$ cat src/hdl/dgh_pkg.sv
`default_nettype none

package dgh_pkg;

   typedef enum logic [1:0] {
      OP_ACCESS = 2'd0,
      OP_HEADER = 2'd1,
      OP_FORMAT = 2'd2
   } operation_type;

   localparam logic [1:0] STATUS_OK     = 2'd0;
   localparam logic [1:0] STATUS_RANGE  = 2'd1;
   localparam logic [1:0] STATUS_NOSIZE = 2'd2;

   localparam logic CSR_SECTOR_SIZE = 1'b0;
   localparam logic CSR_DATA_OFFSET = 1'b1;

   localparam logic [15:0] SECTOR_SIZE_RESET = 16'd512;
   localparam logic [15:0] DATA_OFFSET_RESET = 16'd512;

   localparam logic [7:0]  ID_MARK  = 8'ha1;
   localparam logic [7:0]  ID_TAG   = 8'hfe;
   localparam logic [15:0] CRC_INIT = 16'hffff;
   localparam logic [15:0] CRC_POLY = 16'h1021;

   localparam int REM_STEPS = 9;
   localparam int CRC_BYTES = 6;
   localparam int MUL_STEPS = 3;

   typedef enum logic [1:0] {
      ALU_MULADD  = 2'd0,
      ALU_REMSTEP = 2'd1,
      ALU_CRCBYTE = 2'd2
   } alu_op_type;

   typedef struct packed {
      alu_op_type  op;
      logic [31:0] a;
      logic [15:0] b;
      logic [15:0] c;
   } alu_ctl_type;

   typedef struct packed {
      logic [1:0]  operation;
      logic [15:0] cylinder;
      logic [7:0]  head;
      logic [7:0]  sector;
      logic [7:0]  first_sector;
      logic [7:0]  track_sectors;
   } req_type;

   typedef struct packed {
      logic [1:0]  status;
      logic [31:0] byte_offset;
      logic [63:0] header_word;
      logic        label_changed;
      logic [16:0] cylinder_count;
      logic [8:0]  head_count;
      logic [8:0]  sectors_per_track;
      logic        is_formatted;
   } rsp_type;

   // one byte of CRC-16-CCITT, msb first
   function automatic logic [15:0] crc_byte(input logic [15:0] crc, input logic [7:0] data);
      logic [15:0] c;
      c = crc ^ {data, 8'h00};
      for (int i = 0; i < 8; i++) begin
         if (c[15]) begin
            c = {c[14:0], 1'b0} ^ CRC_POLY;
         end else begin
            c = {c[14:0], 1'b0};
         end
      end
      return c;
   endfunction

endpackage

`default_nettype wire

$ cat src/hdl/dgh_alu.sv
`default_nettype none

module dgh_alu
   import dgh_pkg::*;
(
   input  wire alu_ctl_type ctl,
   output logic [31:0]      result
);

   logic [47:0] product;
   logic [9:0]  rem_shift;
   logic [9:0]  divisor;

   assign product   = ctl.a * {32'd0, ctl.b};
   assign rem_shift = {ctl.a[8:0], ctl.c[0]};
   assign divisor   = {1'b0, ctl.b[8:0]};

   always_comb begin
      unique case (ctl.op)
         ALU_MULADD: begin
            result = product[31:0] + {16'd0, ctl.c};
         end
         ALU_REMSTEP: begin
            // restoring step: keep the partial remainder below the divisor
            if (rem_shift >= divisor) begin
               result = {22'd0, rem_shift - divisor};
            end else begin
               result = {22'd0, rem_shift};
            end
         end
         ALU_CRCBYTE: begin
            result = {16'd0, crc_byte(ctl.a[15:0], ctl.c[7:0])};
         end
         default: begin
            result = 32'd0;
         end
      endcase
   end

endmodule

`default_nettype wire

$ cat src/hdl/disk_geometry_and_header_engine.sv
// Access: three multiply-add passes through the shared unit, Horner form.
// Read header: nine remainder steps for the position, then one CRC byte per cycle over six bytes.
// Format, errors and the unused code go straight from decode to the output register.
// A request is held until its reply is in the output register; only then is a new one taken.
// Synchronous active-high reset: geometry cleared, sector size and data offset to 512.
`default_nettype none

module disk_geometry_and_header_engine
   import dgh_pkg::*;
(
   input  wire          clock,
   input  wire          reset,
   input  wire          req_valid,
   output logic         req_stall,
   input  wire req_type req_data,
   output logic         rsp_valid,
   input  wire          rsp_stall,
   output rsp_type      rsp_data,
   input  wire          csr_write,
   input  wire          csr_index,
   input  wire [15:0]   csr_wdata
);

   typedef enum logic [2:0] {
      ST_IDLE,
      ST_DECODE,
      ST_MUL,
      ST_REM,
      ST_CRC,
      ST_FINISH
   } state_type;

   state_type   state_ff;
   req_type     req_ff;
   logic [3:0]  step_ff;
   logic [31:0] acc_ff;
   logic [1:0]  status_ff;
   logic        changed_ff;
   logic        hdr_ok_ff;
   logic [7:0]  secnum_ff;

   logic [15:0] sector_size_ff;
   logic [15:0] data_offset_ff;
   logic [16:0] geom_cyl_ff;
   logic [8:0]  geom_heads_ff;
   logic [8:0]  geom_spt_ff;
   logic        formatted_ff;
   logic [7:0]  first_sec_ff;
   logic [8:0]  header_pos_ff;

   logic        rsp_valid_ff;
   rsp_type     rsp_ff;

   alu_ctl_type alu_ctl;
   logic [31:0] alu_res;
   logic [7:0]  id_byte;
   logic [3:0]  bit_sel;
   logic        req_accept;
   logic        out_of_range;
   logic        sec_grow;
   logic        head_grow;
   logic        cyl_grow;
   rsp_type     rsp_in;

   assign req_stall  = reset || (state_ff != ST_IDLE);
   assign req_accept = req_valid && !req_stall;
   assign rsp_valid  = rsp_valid_ff;
   assign rsp_data   = rsp_ff;

   assign sec_grow  = ({1'b0, req_ff.sector} >= geom_spt_ff);
   assign head_grow = ({1'b0, req_ff.head} >= geom_heads_ff);
   assign cyl_grow  = ({1'b0, req_ff.cylinder} >= geom_cyl_ff);
   assign out_of_range = sec_grow || head_grow || cyl_grow;

   assign bit_sel = 4'(REM_STEPS - 1) - step_ff;

   always_comb begin
      unique case (step_ff)
         4'd0:    id_byte = ID_MARK;
         4'd1:    id_byte = ID_TAG;
         4'd2:    id_byte = req_ff.cylinder[7:0];
         4'd3:    id_byte = req_ff.cylinder[15:8];
         4'd4:    id_byte = req_ff.head;
         default: id_byte = secnum_ff;
      endcase
   end

   always_comb begin
      alu_ctl = '{op: ALU_MULADD, a: acc_ff, b: 16'd0, c: 16'd0};
      unique case (state_ff)
         ST_MUL: begin
            unique case (step_ff)
               4'd0: begin
                  alu_ctl.b = {7'd0, geom_heads_ff};
                  alu_ctl.c = {8'd0, req_ff.head};
               end
               4'd1: begin
                  alu_ctl.b = {7'd0, geom_spt_ff};
                  alu_ctl.c = {8'd0, req_ff.sector};
               end
               default: begin
                  alu_ctl.b = sector_size_ff;
                  alu_ctl.c = data_offset_ff;
               end
            endcase
         end
         ST_REM: begin
            alu_ctl.op = ALU_REMSTEP;
            alu_ctl.b  = {7'd0, geom_spt_ff};
            alu_ctl.c  = {15'd0, header_pos_ff[bit_sel]};
         end
         ST_CRC: begin
            alu_ctl.op = ALU_CRCBYTE;
            alu_ctl.c  = {8'd0, id_byte};
         end
         default: begin
         end
      endcase
   end

   dgh_alu u_alu (
      .ctl    (alu_ctl),
      .result (alu_res)
   );

   always_comb begin
      rsp_in.status            = status_ff;
      rsp_in.byte_offset       = (req_ff.operation == OP_ACCESS) ? acc_ff : 32'd0;
      rsp_in.header_word       = hdr_ok_ff ?
         {ID_MARK, ID_TAG, req_ff.cylinder[7:0], req_ff.cylinder[15:8], req_ff.head,
          secnum_ff, acc_ff[15:0]} : 64'd0;
      rsp_in.label_changed     = changed_ff;
      rsp_in.cylinder_count    = geom_cyl_ff;
      rsp_in.head_count        = geom_heads_ff;
      rsp_in.sectors_per_track = geom_spt_ff;
      rsp_in.is_formatted      = formatted_ff;
   end

   always_ff @(posedge clock) begin
      if (reset) begin
         sector_size_ff <= SECTOR_SIZE_RESET;
         data_offset_ff <= DATA_OFFSET_RESET;
      end else if (csr_write) begin
         unique case (csr_index)
            CSR_SECTOR_SIZE: sector_size_ff <= csr_wdata;
            CSR_DATA_OFFSET: data_offset_ff <= csr_wdata;
            default: begin
            end
         endcase
      end
   end

   always_ff @(posedge clock) begin
      if (reset) begin
         state_ff      <= ST_IDLE;
         step_ff       <= 4'd0;
         rsp_valid_ff  <= 1'b0;
         geom_cyl_ff   <= 17'd0;
         geom_heads_ff <= 9'd0;
         geom_spt_ff   <= 9'd0;
         formatted_ff  <= 1'b0;
         first_sec_ff  <= 8'd0;
         header_pos_ff <= 9'd0;
      end else begin
         if (rsp_valid_ff && !rsp_stall) begin
            rsp_valid_ff <= 1'b0;
         end
         unique case (state_ff)
            ST_IDLE: begin
               if (req_accept) begin
                  req_ff   <= req_data;
                  state_ff <= ST_DECODE;
               end
            end
            ST_DECODE: begin
               status_ff  <= STATUS_OK;
               changed_ff <= 1'b0;
               hdr_ok_ff  <= 1'b0;
               acc_ff     <= 32'd0;
               step_ff    <= 4'd0;
               state_ff   <= ST_FINISH;
               unique case (req_ff.operation)
                  OP_ACCESS: begin
                     if (sector_size_ff == 16'd0) begin
                        status_ff <= STATUS_NOSIZE;
                        acc_ff    <= {16'd0, data_offset_ff};
                     end else if (formatted_ff && out_of_range) begin
                        status_ff <= STATUS_RANGE;
                     end else begin
                        if (!formatted_ff) begin
                           if (sec_grow) begin
                              geom_spt_ff <= {1'b0, req_ff.sector} + 9'd1;
                           end
                           if (head_grow) begin
                              geom_heads_ff <= {1'b0, req_ff.head} + 9'd1;
                           end
                           if (cyl_grow) begin
                              geom_cyl_ff <= {1'b0, req_ff.cylinder} + 17'd1;
                           end
                           changed_ff <= out_of_range;
                        end
                        acc_ff   <= {16'd0, req_ff.cylinder};
                        state_ff <= ST_MUL;
                     end
                  end
                  OP_HEADER: begin
                     if (!formatted_ff || cyl_grow || head_grow || geom_spt_ff == 9'd0) begin
                        status_ff <= STATUS_RANGE;
                     end else begin
                        state_ff <= ST_REM;
                     end
                  end
                  OP_FORMAT: begin
                     first_sec_ff <= req_ff.first_sector;
                     if (req_ff.track_sectors != 8'd0) begin
                        geom_spt_ff <= {1'b0, req_ff.track_sectors};
                     end
                     if (head_grow) begin
                        geom_heads_ff <= {1'b0, req_ff.head} + 9'd1;
                     end
                     if (cyl_grow) begin
                        geom_cyl_ff <= {1'b0, req_ff.cylinder} + 17'd1;
                     end
                     formatted_ff <= 1'b1;
                     changed_ff   <= 1'b1;
                  end
                  default: begin
                     status_ff <= STATUS_RANGE;
                  end
               endcase
            end
            ST_MUL: begin
               acc_ff  <= alu_res;
               step_ff <= step_ff + 4'd1;
               if (step_ff == 4'(MUL_STEPS - 1)) begin
                  state_ff <= ST_FINISH;
               end
            end
            ST_REM: begin
               acc_ff  <= alu_res;
               step_ff <= step_ff + 4'd1;
               if (step_ff == 4'(REM_STEPS - 1)) begin
                  // remainder is the sector; advance the position past it
                  header_pos_ff <= alu_res[8:0] + 9'd1;
                  secnum_ff     <= alu_res[7:0] + first_sec_ff;
                  acc_ff        <= {16'd0, CRC_INIT};
                  step_ff       <= 4'd0;
                  state_ff      <= ST_CRC;
               end
            end
            ST_CRC: begin
               acc_ff  <= alu_res;
               step_ff <= step_ff + 4'd1;
               if (step_ff == 4'(CRC_BYTES - 1)) begin
                  hdr_ok_ff <= 1'b1;
                  state_ff  <= ST_FINISH;
               end
            end
            ST_FINISH: begin
               // hold until the output register is free
               if (!rsp_valid_ff || !rsp_stall) begin
                  rsp_ff       <= rsp_in;
                  rsp_valid_ff <= 1'b1;
                  state_ff     <= ST_IDLE;
               end
            end
            default: begin
               state_ff <= ST_IDLE;
            end
         endcase
      end
   end

   a_formatted_sticky: assert property (@(posedge clock) disable iff (reset)
      formatted_ff |=> formatted_ff)
      else $error("formatted flag dropped");

   a_position_bound: assert property (@(posedge clock) disable iff (reset)
      header_pos_ff <= 9'd256)
      else $error("header position beyond a full track");

   a_accept_decode: assert property (@(posedge clock) disable iff (reset)
      req_accept |=> state_ff == ST_DECODE)
      else $error("accepted request not decoded");

   a_formatted_no_grow: assert property (@(posedge clock) disable iff (reset)
      (state_ff == ST_DECODE && req_ff.operation == OP_ACCESS && formatted_ff)
      |=> ($stable(geom_cyl_ff) && $stable(geom_heads_ff) && $stable(geom_spt_ff)))
      else $error("geometry changed by access on a formatted drive");

   a_header_status: assert property (@(posedge clock) disable iff (reset)
      (rsp_valid_ff && rsp_ff.header_word != 64'd0) |-> rsp_ff.status == STATUS_OK)
      else $error("header returned with an error status");

endmodule

`default_nettype wire

$ cat config.mk
export PLATFORM = sky130hd
export DESIGN_NAME = disk_geometry_and_header_engine
export DESIGN_NICKNAME = d
export VERILOG_FILES = /design/src/hdl/dgh_pkg.sv /design/src/hdl/dgh_alu.sv /design/src/hdl/disk_geometry_and_header_engine.sv
export SDC_FILE = /design/constraint.sdc
export NUM_CORES = 2
export LEC_CHECK = 0
export BUFFER_PORTS_ARGS = -buffer_cell sky130_fd_sc_hd__buf_4
export CAP_MARGIN = 15
export CORE_ASPECT_RATIO = 0.75
export CORE_MARGIN = 5
export CORE_UTILIZATION = 40
export DETAILED_ROUTE_END_ITERATION = 16
export GPL_TIMING_DRIVEN = 0
export PLACE_DENSITY_LB_ADDON = 0.15
export SLEW_MARGIN = 20
export SYNTH_ARGS = -nofsm -noshare
export SYNTH_HDL_FRONTEND = slang
export SYNTH_SLANG_ARGS = --single-unit
$ cat constraint.sdc
create_clock -name clock -period 18.26 [get_ports clock]
set_input_delay 3.652 -clock clock [delete_from_list [all_inputs] [get_ports clock]]
set_output_delay 3.652 -clock clock [all_outputs]
set_load 0.01 [all_outputs]
==> results.txt <==
STA classifies the critical path endpoint as a flip-flop. The number of H-tree levels is 2. Prior to clock tree synthesis, the placed netlist has a worst setup slack of 7.45 ns. The clock-pin slew reported for the worst setup and hold paths after clock tree synthesis came out at 0.06 ns. The number of buffers inserted by hold repair at cts came out at 0. The final critical path takes up 60.1% of the cycle.

The worst setup path startpoint is step_ff[1]. The min-delay analysis places its worst path in the category flip-flop to flip-flop. The number of gates resized after CTS was 0.

TritonCTS created 34 clock buffers. The slowest stage of the critical path is the sky130_fd_sc_hd__clkbuf_1 cell. At the pin with the least slew margin, the transition time is 1.24 ns. The number of design-rule violations left by the first detailed-router iteration is 1761.

The detailed-route vias per instance came out at 5.27. The final number of setup-violating endpoints came out at 0. The data arrival time of the worst path is 11.25 ns. The areal power density over the cells is 80.9 nW/µm². Measured along the y axis, the die boundary spans 236 µm. The via count of the first global-routing pass came to 21486. The flow ran to the end, and the final reports show no timing, DRC or antenna violations. The register bit count reported by yosys came out at 307. The post-route clock skew came out at 0.0388 ns. Setup repair after global routing left no endpoint under its margin.

The initial core utilization came out at 40.5%. 209 I/O pins were placed. The number of port buffers is 202. The capture point of the critical path is acc_ff[28]. Summing the sequential cell areas from Yosys gives 30.5% of the chip area.

The flip-flop cell with the highest count after synthesis is sky130_fd_sc_hd__edfxtp_1. The final worst setup slack came out at 7.29 ns. Global routing finished with a remaining overflow of 0. The count of endpoints failing hold in the final timing report came out at 0. The post-synthesis cell count is 2816. The global-route wire length before repair is 137000 µm. TritonCTS built the clock tree. The time the worst path needs with I/O delays and setup came out at 10.97 ns. For this run, design rule violations remaining after detail routing come to 0. The startpoint identified for the worst register-to-register timing path is step_ff[1].

For this run, the total global-route usage over all layers was measured as 24.6%. The most common cell after layout, fill and taps aside is sky130_fd_sc_hd__inv_1. The headroom to the max-slew limit is 17.1%. The fraction of registers with async set/reset is 0%. The total number of vias is 21026.

The maximum buffer depth of the clock tree is 3. For this design, the sink count on the clock tree is 307. The clock latency of the later-clocked register in the worst-skew pair is 0.58 ns. The aggregate negative setup slack came out at 0 ns. Entering global routing, the biggest net connects 52 pins. In this run the most critical hold path is launched from status_ff[1].

The post-synthesis area per instance is 9.65 µm². The peak supply drop came out at 61.3 µV. The die outline area came out at 73300 µm². For the worst setup path, the data required time is 18.55 ns.

The count of synthesis-stage warnings from yosys is 0. The library cell appearing most often on the critical path is sky130_fd_sc_hd__fa_1. The number of max-cap violations is 0.

The critical path's largest stage delay came out at 0.71 ns. The worst setup path is launched from a flip-flop. The count of final max-slew check failures was 0.

In the layout the commonest cells are sky130_fd_sc_hd__inv_1 (493), sky130_fd_sc_hd__nand2_1 (352), sky130_fd_sc_hd__fa_1 (321), sky130_fd_sc_hd__buf_4 (229), sky130_fd_sc_hd__edfxtp_1 (214). The register-to-register path setup slack is 7.29 ns. The die is 311 µm wide. The tree is rooted in a sky130_fd_sc_hd__clkbuf_16. The final layout contains 3613 nets. The worst reg2reg path depth came out at 30. The share of post-route cells with drive strength above 1 came out at 10.7%. The detail-routed net length per standard cell is 22.8 µm.

The number of antenna violations at the first check in global routing is 5. In this run the core area contains 82 standard-cell rows. In this run the worst path has a maximum fanout of 10. At the end of routability-driven placement, the weighted congestion stood at 0.956. The count of flip-flops with a built-in enable after synthesis came out at 214. The synthesized cell area is 27200 µm².

The fraction of the core area covered by cells at the end of the flow is 46.5%. The remaining antenna violation count came out at 0. The end of the worst register-to-register path is acc_ff[28]. The signed area change from the synthesized netlist to the final layout is 14.9%. Once the clock tree was built, the setup fixing pass inserted 0 buffers. The total area inside the core boundary comes to 67100 µm². The routed design has 91000 µm of wire.

In this run the static leakage power is 13.6 nW. The critical path is of the flip-flop to flip-flop type. The number of detailed-route iterations in the first pass came out at 5. The highest clock frequency the design can meet came out at 0.0912 GHz. The post-DP HPWL is 73600 µm. The number of different library cells in the post-synthesis netlist is 80.
[how the worst min path moves through the flow]
stage	end	cells past startpoint	slack [ns]
floorplan	rsp_data[133]	0	0.40
global placement	rsp_data[134]	0	0.41
detailed placement	rsp_data[134]	0	0.41
CTS	rsp_data[134]	0	0.42
global route	rsp_data[134]	0	0.43
finish	rsp_data[134]	0	0.42
[per-layer routing]
layer	track usage (%)	vias up	part of all wire, %	wire, µm
met3	7.30	96	11	9560
li1	-	9498	-	-
met2	34.2	922	40	36000
met4	4.95	0	2.0	1820
met5	0	-	0	0
met1	37.8	10510	48	43700
[report_power, final]
group          leakage (nW)  internal, mW  switching (mW)
Sequential             2.74         0.830          0.0804
Combinational          10.3         0.286           0.566
Clock                 0.595         0.449           0.317
[area by class of cell]
cell class              instances  area (µm²)
clock inverters                17         290
repair buffers                216        1640
diodes                          5        12.5
plain buffers                 167         768
inverters                     493        1850
flip-flops and latches        307        8290
fillers                      6448       35900
multi-input cells            1854       16300
clock buffers                  45         957
well taps                     882        1100
[registers in the layout (all words and copies together) (netlist names), 9 cells and up]
register        cells
req_ff             50
geom_heads_ff       9
acc_ff             32
sector_size_ff     16
geom_cyl_ff        17
geom_spt_ff         9
header_pos_ff       9
data_offset_ff     16
rsp_data          120
[worst max-delay path, delay by kind of cell (launching register included)]
kind | cells | cell delay, ns
adders and majority gates | 8 | 3.70
AOI/OAI and AO/OA | 9 | 3.50
buffers and inverters | 8 | 2.14
and+or+nand+nor | 4 | 0.82
DFF | 1 | 0.38
xor gates and xnor gates | 1 | 0.18
[kinds of logic after synthesis]
logic type                 synth area share [%]
AOI/OAI and AO/OA                          8.57
xor gates and xnor gates                   4.25
adders and majority gates                  30.4
buffers and inverters                      9.63
DFF                                        30.5
muxes                                     0.695
other                                    0.0138
and+or+nand+nor                            15.9
[metrics by stage]
step	cell area, µm²	hold slack (ns)	cells	total power, mW
after detailed placement	30000	0.411	3919	1.75
final	31200	0.422	3986	2.53
after global placement	29800	0.413	3905	1.74
after CTS	31200	0.425	3981	2.52
after floorplan	27200	0.400	2821	1.41
after global routing	31200	0.433	3983	2.64
[synthesized netlist by cell type (47+ instances only)]
master | instances | share of area [%]
sky130_fd_sc_hd__a21oi_1 | 120 | 2.2
sky130_fd_sc_hd__and2_1 | 205 | 4.7
sky130_fd_sc_hd__and3_1 | 58 | 1.3
sky130_fd_sc_hd__clkbuf_1 | 125 | 1.7
sky130_fd_sc_hd__dfxtp_1 | 93 | 6.8
sky130_fd_sc_hd__edfxtp_1 | 214 | 24
sky130_fd_sc_hd__fa_1 | 321 | 24
sky130_fd_sc_hd__ha_1 | 147 | 6.8
sky130_fd_sc_hd__inv_1 | 493 | 6.8
sky130_fd_sc_hd__nand2_1 | 352 | 4.9
sky130_fd_sc_hd__nand3_1 | 55 | 1.0
sky130_fd_sc_hd__nor2_1 | 128 | 1.8
sky130_fd_sc_hd__xnor2_1 | 71 | 2.3
sky130_fd_sc_hd__xor2_1 | 47 | 1.5
No activity file was read; power rests on OpenSTA's default activity.
